## src/hw/rtl/wmr_pkg.sv

```systemverilog
`timescale 1ns / 1ps
// ============================================================================
// wmr_pkg
// Shared widths, sequencer states and control types for the 128-by-64-bit
// modulo reduction block.
// ============================================================================
package wmr_pkg;

    localparam int DataWidth     = 64;
    localparam int DividendWidth = 2 * DataWidth;
    localparam int CountWidth    = $clog2(DividendWidth);

    localparam logic [CountWidth-1:0] LastCount = CountWidth'(DividendWidth - 1);

    typedef enum logic [1:0] {
        S_IDLE,
        S_RUN,
        S_DONE
    } wmr_state_t;

    // Control from the sequencer to the reduction unit.
    typedef struct packed {
        logic load;
        logic step;
        logic publish;
    } wmr_ctrl_t;

endpackage

```

## src/hw/rtl/wmr_if.sv

```systemverilog
`timescale 1ns / 1ps
// ============================================================================
// wmr_in_if / wmr_out_if
// Valid/ready channels for the modulo reduction requests and results.
// ============================================================================
interface wmr_in_if;
    logic                            valid;
    logic                            ready;
    logic [wmr_pkg::DataWidth-1:0]   dividend_high;
    logic [wmr_pkg::DataWidth-1:0]   dividend_low;
    logic [wmr_pkg::DataWidth-1:0]   modulus;

    modport source (output valid, output dividend_high, output dividend_low,
                    output modulus, input ready);
    modport sink   (input valid, input dividend_high, input dividend_low,
                    input modulus, output ready);
endinterface

interface wmr_out_if;
    logic                            valid;
    logic                            ready;
    logic [wmr_pkg::DataWidth-1:0]   remainder;
    logic                            divide_error;

    modport source (output valid, output remainder, output divide_error,
                    input ready);
    modport sink   (input valid, input remainder, input divide_error,
                    output ready);
endinterface

```

## src/hw/rtl/wmr_reduce_unit.sv

```systemverilog
`timescale 1ns / 1ps
// ============================================================================
// wmr_reduce_unit
// Restoring reduction datapath: one shift-and-conditional-subtract per step,
// plus the result register.
// ============================================================================
module wmr_reduce_unit (
    input  logic                          clk,
    input  wmr_pkg::wmr_ctrl_t            ctrl,
    input  logic [wmr_pkg::DataWidth-1:0] dividend_high,
    input  logic [wmr_pkg::DataWidth-1:0] dividend_low,
    input  logic [wmr_pkg::DataWidth-1:0] modulus,
    output logic [wmr_pkg::DataWidth-1:0] remainder,
    output logic                          divide_error
);

    logic [wmr_pkg::DividendWidth-1:0] dividend_reg, dividend_next;
    logic [wmr_pkg::DataWidth-1:0]     modulus_reg, modulus_next;
    logic [wmr_pkg::DataWidth-1:0]     rem_reg, rem_next;
    logic                              zero_mod_reg, zero_mod_next;
    logic [wmr_pkg::DataWidth-1:0]     remainder_reg, remainder_next;
    logic                              error_reg, error_next;

    logic [wmr_pkg::DataWidth:0]       shifted;
    logic [wmr_pkg::DataWidth:0]       diff;

    // The bit shifted out of the running remainder is kept as a 65th bit, so
    // the compare against the modulus is a single wide subtract.
    assign shifted = {rem_reg, dividend_reg[wmr_pkg::DividendWidth-1]};
    assign diff    = shifted - {1'b0, modulus_reg};

    always_comb
    begin
        dividend_next  = dividend_reg;
        modulus_next   = modulus_reg;
        rem_next       = rem_reg;
        zero_mod_next  = zero_mod_reg;
        remainder_next = remainder_reg;
        error_next     = error_reg;
        if (ctrl.load)
        begin
            dividend_next = {dividend_high, dividend_low};
            modulus_next  = modulus;
            rem_next      = '0;
            zero_mod_next = (modulus == '0);
        end
        if (ctrl.step)
        begin
            dividend_next = {dividend_reg[wmr_pkg::DividendWidth-2:0], 1'b0};
            if (!diff[wmr_pkg::DataWidth])
            begin
                rem_next = diff[wmr_pkg::DataWidth-1:0];
            end
            else
            begin
                rem_next = shifted[wmr_pkg::DataWidth-1:0];
            end
        end
        if (ctrl.publish)
        begin
            remainder_next = zero_mod_reg ? '0 : rem_reg;
            error_next     = zero_mod_reg;
        end
    end

    always_ff @(posedge clk)
    begin
        dividend_reg  <= dividend_next;
        modulus_reg   <= modulus_next;
        rem_reg       <= rem_next;
        zero_mod_reg  <= zero_mod_next;
        remainder_reg <= remainder_next;
        error_reg     <= error_next;
    end

    assign remainder    = remainder_reg;
    assign divide_error = error_reg;

endmodule

```

## src/hw/rtl/wmr_sequencer.sv

```systemverilog
`timescale 1ns / 1ps
// ============================================================================
// wmr_sequencer
// Steps the reduction unit through the 128 dividend bits and manages the
// request and result handshakes.
// ============================================================================
module wmr_sequencer (
    input  logic               clk,
    input  logic               rst_n,
    input  logic               in_valid,
    output logic               in_ready,
    output logic               out_valid,
    input  logic               out_ready,
    output wmr_pkg::wmr_ctrl_t ctrl
);

    wmr_pkg::wmr_state_t               state_reg, state_next;
    logic [wmr_pkg::CountWidth-1:0]    count_reg, count_next;
    logic                              out_valid_reg, out_valid_next;
    logic                              out_free;

    assign out_free = !out_valid_reg || out_ready;

    always_comb
    begin
        state_next = state_reg;
        case (state_reg)
            wmr_pkg::S_IDLE:
            begin
                if (in_valid)
                begin
                    state_next = wmr_pkg::S_RUN;
                end
            end
            wmr_pkg::S_RUN:
            begin
                if (count_reg == '0)
                begin
                    state_next = wmr_pkg::S_DONE;
                end
            end
            wmr_pkg::S_DONE:
            begin
                if (out_free)
                begin
                    state_next = wmr_pkg::S_IDLE;
                end
            end
            default:
            begin
                state_next = wmr_pkg::S_IDLE;
            end
        endcase
    end

    always_comb
    begin
        in_ready     = 1'b0;
        ctrl.load    = 1'b0;
        ctrl.step    = 1'b0;
        ctrl.publish = 1'b0;
        case (state_reg)
            wmr_pkg::S_IDLE:
            begin
                in_ready  = 1'b1;
                ctrl.load = in_valid;
            end
            wmr_pkg::S_RUN:
            begin
                ctrl.step = 1'b1;
            end
            wmr_pkg::S_DONE:
            begin
                ctrl.publish = out_free;
            end
            default:
            begin
                in_ready = 1'b0;
            end
        endcase
    end

    always_comb
    begin
        count_next = count_reg;
        if (ctrl.load)
        begin
            count_next = wmr_pkg::LastCount;
        end
        else if (ctrl.step)
        begin
            count_next = count_reg - 1'b1;
        end

        out_valid_next = out_valid_reg;
        if (ctrl.publish)
        begin
            out_valid_next = 1'b1;
        end
        else if (out_ready)
        begin
            out_valid_next = 1'b0;
        end
    end

    always_ff @(posedge clk or negedge rst_n)
    begin
        if (!rst_n)
        begin
            state_reg     <= wmr_pkg::S_IDLE;
            count_reg     <= '0;
            out_valid_reg <= 1'b0;
        end
        else
        begin
            state_reg     <= state_next;
            count_reg     <= count_next;
            out_valid_reg <= out_valid_next;
        end
    end

    assign out_valid = out_valid_reg;

    assert property (@(posedge clk) disable iff (!rst_n)
        !(ctrl.load && ctrl.step))
        else $error("load and step issued together");

    assert property (@(posedge clk) disable iff (!rst_n)
        ctrl.load |=> (state_reg == wmr_pkg::S_RUN && count_reg == wmr_pkg::LastCount))
        else $error("accepted request did not start a full pass");

    assert property (@(posedge clk) disable iff (!rst_n)
        (state_reg == wmr_pkg::S_RUN && count_reg == '0) |=> state_reg == wmr_pkg::S_DONE)
        else $error("pass did not finish after the last bit");

    assert property (@(posedge clk) disable iff (!rst_n)
        ctrl.publish |-> (!out_valid_reg || out_ready))
        else $error("result overwritten before it was taken");

endmodule

```

## src/hw/rtl/wide_modulo_reduce_top.sv

```systemverilog
`timescale 1ns / 1ps
// ============================================================================
// wide_modulo_reduce_top
// Unsigned 128-bit by 64-bit modulo reduction with valid/ready channels.
// ============================================================================
// Each request is loaded on acceptance; then, for each of the 128 dividend bits
// in turn, a single 65-bit subtractor shifts in that bit and conditionally
// subtracts the modulus; finally the remainder moves into the output register.
// The block accepts one request at a time; a finished result may wait in the
// output register while the next request is accepted and processed. A zero
// modulus yields remainder 0 with divide_error set.
module wide_modulo_reduce_top (
    input  logic             clk,
    input  logic             rst_n,
    wmr_in_if.sink           in_ch,
    wmr_out_if.source        out_ch
);

    wmr_pkg::wmr_ctrl_t ctrl;

    wmr_sequencer u_seq (
        .clk       (clk),
        .rst_n     (rst_n),
        .in_valid  (in_ch.valid),
        .in_ready  (in_ch.ready),
        .out_valid (out_ch.valid),
        .out_ready (out_ch.ready),
        .ctrl      (ctrl)
    );

    wmr_reduce_unit u_unit (
        .clk           (clk),
        .ctrl          (ctrl),
        .dividend_high (in_ch.dividend_high),
        .dividend_low  (in_ch.dividend_low),
        .modulus       (in_ch.modulus),
        .remainder     (out_ch.remainder),
        .divide_error  (out_ch.divide_error)
    );

endmodule

```

## src/flat_wrapper.sv

```systemverilog
// flat-port wrapper written by rule: the top's interface ports become plain ports
module wide_modulo_reduce_top_flat 
  (clk, rst_n, in_ch_valid, in_ch_dividend_high, in_ch_dividend_low, in_ch_modulus, in_ch_ready, out_ch_valid, out_ch_remainder, out_ch_divide_error, out_ch_ready);
  wmr_in_if in_ch_i ();
  wmr_out_if out_ch_i ();
  input  logic clk;
  input  logic rst_n;
  input wire logic [$bits(in_ch_i.valid)-1:0] in_ch_valid;
  input wire logic [$bits(in_ch_i.dividend_high)-1:0] in_ch_dividend_high;
  input wire logic [$bits(in_ch_i.dividend_low)-1:0] in_ch_dividend_low;
  input wire logic [$bits(in_ch_i.modulus)-1:0] in_ch_modulus;
  output wire logic [$bits(in_ch_i.ready)-1:0] in_ch_ready;
  output wire logic [$bits(out_ch_i.valid)-1:0] out_ch_valid;
  output wire logic [$bits(out_ch_i.remainder)-1:0] out_ch_remainder;
  output wire logic [$bits(out_ch_i.divide_error)-1:0] out_ch_divide_error;
  input wire logic [$bits(out_ch_i.ready)-1:0] out_ch_ready;
  assign in_ch_i.valid = in_ch_valid;
  assign in_ch_i.dividend_high = in_ch_dividend_high;
  assign in_ch_i.dividend_low = in_ch_dividend_low;
  assign in_ch_i.modulus = in_ch_modulus;
  assign in_ch_ready = in_ch_i.ready;
  assign out_ch_valid = out_ch_i.valid;
  assign out_ch_remainder = out_ch_i.remainder;
  assign out_ch_divide_error = out_ch_i.divide_error;
  assign out_ch_i.ready = out_ch_ready;
  wide_modulo_reduce_top u_core (.clk(clk), .rst_n(rst_n), .in_ch(in_ch_i), .out_ch(out_ch_i));
endmodule
```

## config.mk

```make
export PLATFORM = sky130hd
export DESIGN_NAME = wide_modulo_reduce_top_flat
export DESIGN_NICKNAME = d
export VERILOG_FILES = /design/src/hw/rtl/wmr_pkg.sv /design/src/hw/rtl/wmr_if.sv /design/src/hw/rtl/wmr_reduce_unit.sv /design/src/hw/rtl/wmr_sequencer.sv /design/src/hw/rtl/wide_modulo_reduce_top.sv /design/src/flat_wrapper.sv
export SDC_FILE = /design/constraint.sdc
export NUM_CORES = 1
export LEC_CHECK = 0
export ABC_AREA = 0
export BUFFER_PORTS_ARGS = -buffer_cell sky130_fd_sc_hd__buf_2
export CORE_MARGIN = 3
export CORE_UTILIZATION = 48
export DETAILED_ROUTE_END_ITERATION = 8
export PLACE_DENSITY_LB_ADDON = 0.08
export REMOVE_ABC_BUFFERS = 1
export SYNTH_ARGS = -nofsm -noshare
export SYNTH_HDL_FRONTEND = slang
export SYNTH_SLANG_ARGS = --single-unit
```

## constraint.sdc

```tcl
create_clock -name clk -period 8 [get_ports clk]
set_clock_uncertainty 0.15 [all_clocks]
set_input_delay 0.8 -clock clk [delete_from_list [all_inputs] [get_ports clk]]
set_output_delay 0.8 -clock clk [all_outputs]
set_load 0.02 [all_outputs]
```

# After elaboration in Yosys (flattened, before gate mapping)

Index checks and enable logic that the tools add are counted.

Add/sub/neg operators: 2
Reduce and logical (&&, ||, !) cells: 8
Muxes and demuxes: 17
Eq/ne operators: 5

Operator list:

| cell                | number |
|---|---|
| $mux 128            | 2 |
| $mux 64             | 3 |
| $sub 65x64->65      | 1 |
| $logic_not 64->1    | 1 |
| $mux 7              | 2 |
| $logic_not 7->1     | 1 |
| $sub 7x1->7 const B | 1 |
| $mux 1              | 6 |
| $mux 2              | 3 |
| $ne 2x2->1 const B  | 3 |
| $pmux 2 s3          | 1 |
| $reduce_bool 2->1   | 2 |
| $reduce_and 3->1    | 1 |
| $eq 2x1->1 const B  | 1 |
| $eq 2x2->1 const B  | 1 |
| $logic_not 2->1     | 1 |
| $logic_not 1->1     | 1 |
| $logic_or 1x1->1    | 1 |

Bits in registers: 332
Input bits: 196
Logic and storage cells: 42

# Longest topological paths before layout

Word-level depth: 4
Mapped depth: 14
Mapped depth without buffers: 14

# Modules after synthesis

From an unflattened synthesis, not the netlist that was laid out.

Cells, all modules: 1406
Area, all modules: 16990.0 um2

By module, submodules not included:

| module          | cells each | area each (um2) | times used | seq. area each (um2) |
|---|---|---|---|---|
| wmr_reduce_unit | 1354       | 16485.8         | 1          | 9659.3 |
| wmr_sequencer   | 52         | 504.2           | 1          | 250.2 |

# Worst setup path before layout

Ideal clock, no wire load.

Kind: input to register
From: input in_ch_valid
To: register u_core.u_unit.dividend_reg[100] in the netlist's numbering, enable pin
Setup slack: 2.053 ns
Arrival: 4.274 ns
Data required time: 6.328 ns
Stages on the path: 3
Library setup time: 1.522 ns
Cells stage by stage: nand2_1 clkbuf_1 nand2_1

Word-level cells in the longest chain between the ends: 2

Ends and longest elaborated chain:

| element                            | RTL line              | RTL |
|---|---|---|
| from (decl)                        | flat_wrapper.sv:8     | `input wire logic [$bits(in_ch_i.valid)-1:0] in_ch_valid;` |
| $mux 1                             | wmr_sequencer.sv:62   | `case (state_reg)` |
| $reduce_bool 2->1 (no source line) | -                     |  |
| to (signal assigned)               | wmr_reduce_unit.sv:68 | `dividend_reg <= dividend_next;` |
| to (decl)                          | wmr_reduce_unit.sv:17 | `logic [wmr_pkg::DividendWidth-1:0] dividend_reg, dividend_next;` |

No other way between the ends.
A chain may end at the register's enable or synchronous reset.

# Worst setup path in the final report

From: register u_core.u_unit.rem_reg[26] in the netlist's numbering
To: register u_core.u_unit.rem_reg[41] in the netlist's numbering (data pin)

Word-level cells in the longest chain between the ends: 3

Ends and longest elaborated chain:

| element                | RTL line              | RTL |
|---|---|---|
| from (decl)            | wmr_reduce_unit.sv:19 | `logic [wmr_pkg::DataWidth-1:0] rem_reg, rem_next;` |
| from (signal assigned) | wmr_reduce_unit.sv:70 | `rem_reg <= rem_next;` |
| $sub 65x64->65         | wmr_reduce_unit.sv:30 | `assign diff = shifted - {1'b0, modulus_reg};` |
| $mux 64                | wmr_reduce_unit.sv:50 | `if (!diff[wmr_pkg::DataWidth])` |
| $mux 64                | wmr_reduce_unit.sv:47 | `if (ctrl.step)` |

No other way between the ends.

==> summary.txt <==
Outcome: complete, no violations
CP max-delay cell: xor2_4
Die height: 193.4 microns
Clock latency on the worst-skew pair: 0.54 ns
IO Pins: 263
WS Path Type: flop to flop
CTS sink cnt: 332
DR pass1 iterations: 5
Final HPWL from detailed placement: 30.18 mm
H-tree levels: 2
Fin. max-slew vios: 0
Slack of the critical path: 3.049 ns
Via count: 12000
Largest area contributor in the netlist: edfxtp_1
Residual DRC: 0
Crit path from: u_core.u_unit.rem_reg[26]
Die area: 37410 sq um
Fin crit period: 4.951 ns
CTS tree: built
Longest Clk Path Bufs: 3
Total GRT Usage: 22.30%
Layout Cells excl Fill: 2105
Mapped Cells: 1378
Sequential area share after synthesis: 58.78%
Total wire length: 43.05 mm
Layout cells sized above 1: 21.51%
Fmax: 202.0 MHz
Asr flop ratio synth: 3.012%
Crit path arrival time: 5.07 ns
Setup Viol. Count Final: 0
Post-synth top area share: 57.18%
Mapped Area: 16860 sq um
CP bufs+invs: 1
Worst R2R End: u_core.u_unit.rem_reg[41]
Crit end category: flop
Part of the cycle the worst path needs: 61.89%
Post-synthesis cell type count: 71
IO Port Bufs: 262
Largest cells by area after synthesis: edfxtp_1 57%, a22o_1 6.6%, ha_1 4.9%, mux2i_1 2.6%, nor2b_1 2.6%
Fin area: 19750 sq um
Post-synth EDFFs: 321
CP top delay family: simple AND/OR/NAND/NOR gates
Fin nets: 1877
Clock buffers created by TritonCTS: 38
Iteration-0 DRC count of the detailed router: 914
Placed Cells: 2028
R2R Setup Slk: 3.05 ns
Max cap viols: 0
Die Wd: 193.4 microns
RSZ-0062 raised after global routing: false
Via-to-Cell Ratio: 5.698
Area growth from synthesis to layout: 17.13%
CP endpoint: u_core.u_unit.rem_reg[41]
First-pass GRT wire length: 66.70 mm
Grt total ovfl: 0
Initial Util: 48.80%
DP Worst Slack: 3.075 ns
Initial antenna violation count: 29
CP startpoint kind: flop
Post-cts resize count: 0
Reg2reg start: u_core.u_unit.rem_reg[26]
ANT nets after route: 0
Clock transition at path regs: 0.06 ns
Core Box Area: 34540 sq um
Setup_tns: 0 ns
Drt wl/cell: 20.45 microns
Crit path cell chain: ha_1 > nand2_1 > o21ai_1 > a221o_1 > or4b_1 > o211ai_1 > nor2_1 > o21ai_2 > xor2_4 > buf_4 > nor2_1 > nand2_1 > o21ai_0
Largest net degree at the start of global routing: 127
Tot Pwr: 3.597 mW
Vias in the first global route: 11940
Number of flip-flops in the largest register: 128
Root buf cell: clkbuf_16
Synth Area per Inst: 12.23 sq um
Rows: 68
Crit path required time: 8.12 ns
Synthesis Warnings: 0
Slew headroom: 26.49%
Tightest Pin Transition: 1.101 ns
Synthesized flop and latch total: 332
Static Leakage: 8.041 nW
Crit Path Max Fanout: 47
R2R depth: 13
PD cells: 182.1 nW/um^2
Delay of the slowest critical-path stage: 0.86 ns
Area post-placement: 18530 sq um
Worst vdd ir: 0.0001729 V
Most used DFF post-synth: edfxtp_1
Critical Path Stages: 13
Worst min path class: input port to flop
Gpl congestion: 0.9123
Final hold viol count: 0
## cell usage after synthesis (11+ instances only)
library cell,instances
a21o_1,31
a21oi_1,78
a22o_1,127
buf_2,17
clkbuf_1,47
edfxtp_1,321
ha_1,66
inv_1,81
mux2i_1,44
nand2_1,77
nand2b_1,11
nand3_1,14
nand4_1,23
nor2_1,88
nor2b_1,70
nor3_1,13
nor4_1,21
o21ai_0,41
o21bai_1,11
xnor2_1,39
xor2_1,23
## cell families after synthesis
logic type / after synthesis / share of synthesized area [%]
flip-flops: 332 / 58.78
buffers and inverters: 158 / 3.800
AND/OR/NAND/NOR: 340 / 10.09
XOR/XNOR: 63 / 3.318
AO/OA/AOI/OAI: 373 / 16.31
multiplexers: 45 / 2.679
adder cells (fa/ha/maj): 67 / 5.017
## power by group
part           total [mW]          switching [mW]  internal (mW)  leakage (nW)
Combinational      0.0615                  0.0260         0.0356          3.95
Clock                1.65                   0.692          0.960         0.577
Sequential           1.88  0.00000000000000000893           1.88          3.51
Total                3.60                   0.718           2.88          8.04
## through the flow
stage | hold slack (ns) | util (%)
floorplan | 0.2860 | -
global placement | 0.3032 | 53.65
detailed placement | 0.3033 | 53.65
CTS | 0.2621 | 57.10
global route | 0.2788 | 57.13
finish | 0.3004 | 57.16
## worst min path at each step
| stage | start | to | cells after the start |
|---|---|---|---|
| floorplan | u_core.u_unit.dividend_reg[0] | u_core.u_unit.dividend_reg[0] | 2 |
| global placement | u_core.u_unit.dividend_reg[0] | u_core.u_unit.dividend_reg[0] | 2 |
| detailed placement | u_core.u_unit.dividend_reg[0] | u_core.u_unit.dividend_reg[0] | 2 |
| CTS | in_ch_modulus[3] | u_core.u_unit.modulus_reg[3] | 1 |
| global route | in_ch_modulus[2] | u_core.u_unit.modulus_reg[2] | 1 |
| finish | in_ch_modulus[3] | u_core.u_unit.modulus_reg[3] | 1 |
## cell usage in the layout (no fill, tap or decap), types with 11 or more instances in the layout
cell       netlist  routed
a21o_1          31      31
a21oi_1         78      78
a22o_1         127     127
buf_2           17     262
clkbuf_16        0      39
edfxtp_1       321     321
ha_1            66      66
inv_1           81      80
mux2i_1         44      44
nand2_1         77      76
nand3_1         14      14
nand4_1         23      23
nor2_1          88      88
nor2b_1         70      68
nor3_1          13      13
nor4_1          21      21
o21ai_0         41      41
o21bai_1        11      11
xnor2_1         39      39
xor2_1          23      23
## metal layers
layer / up-vias / routed length (microns) / GRT usage [%]
met3: 98 / 3905 / 8.673
met4: 40 / 1144 / 7.018
met2: 371 / 18740 / 32.98
met5: - / 236 / 0
li1: 5695 / - / -
met1: 5791 / 19020 / 30.51
## layout make-up
class	instances	area [sq um]
Antenna cell	9	22.52
Clock buffer	45	998.5
Clock inverter	22	183.9
Fill cell	3021	14800
Inverter	81	309.0
Multi-Input combinational cell	888	6345
Sequential cell	332	9910
Tap cell	455	569.3
Timing Repair Buffer	273	1409
## timing repair
item,in CTS,in global routing
hold buffers,1,0
buffers inserted,0,0
hold endpoints to repair,10,0
No activity file was read; power rests on OpenSTA's default activity.
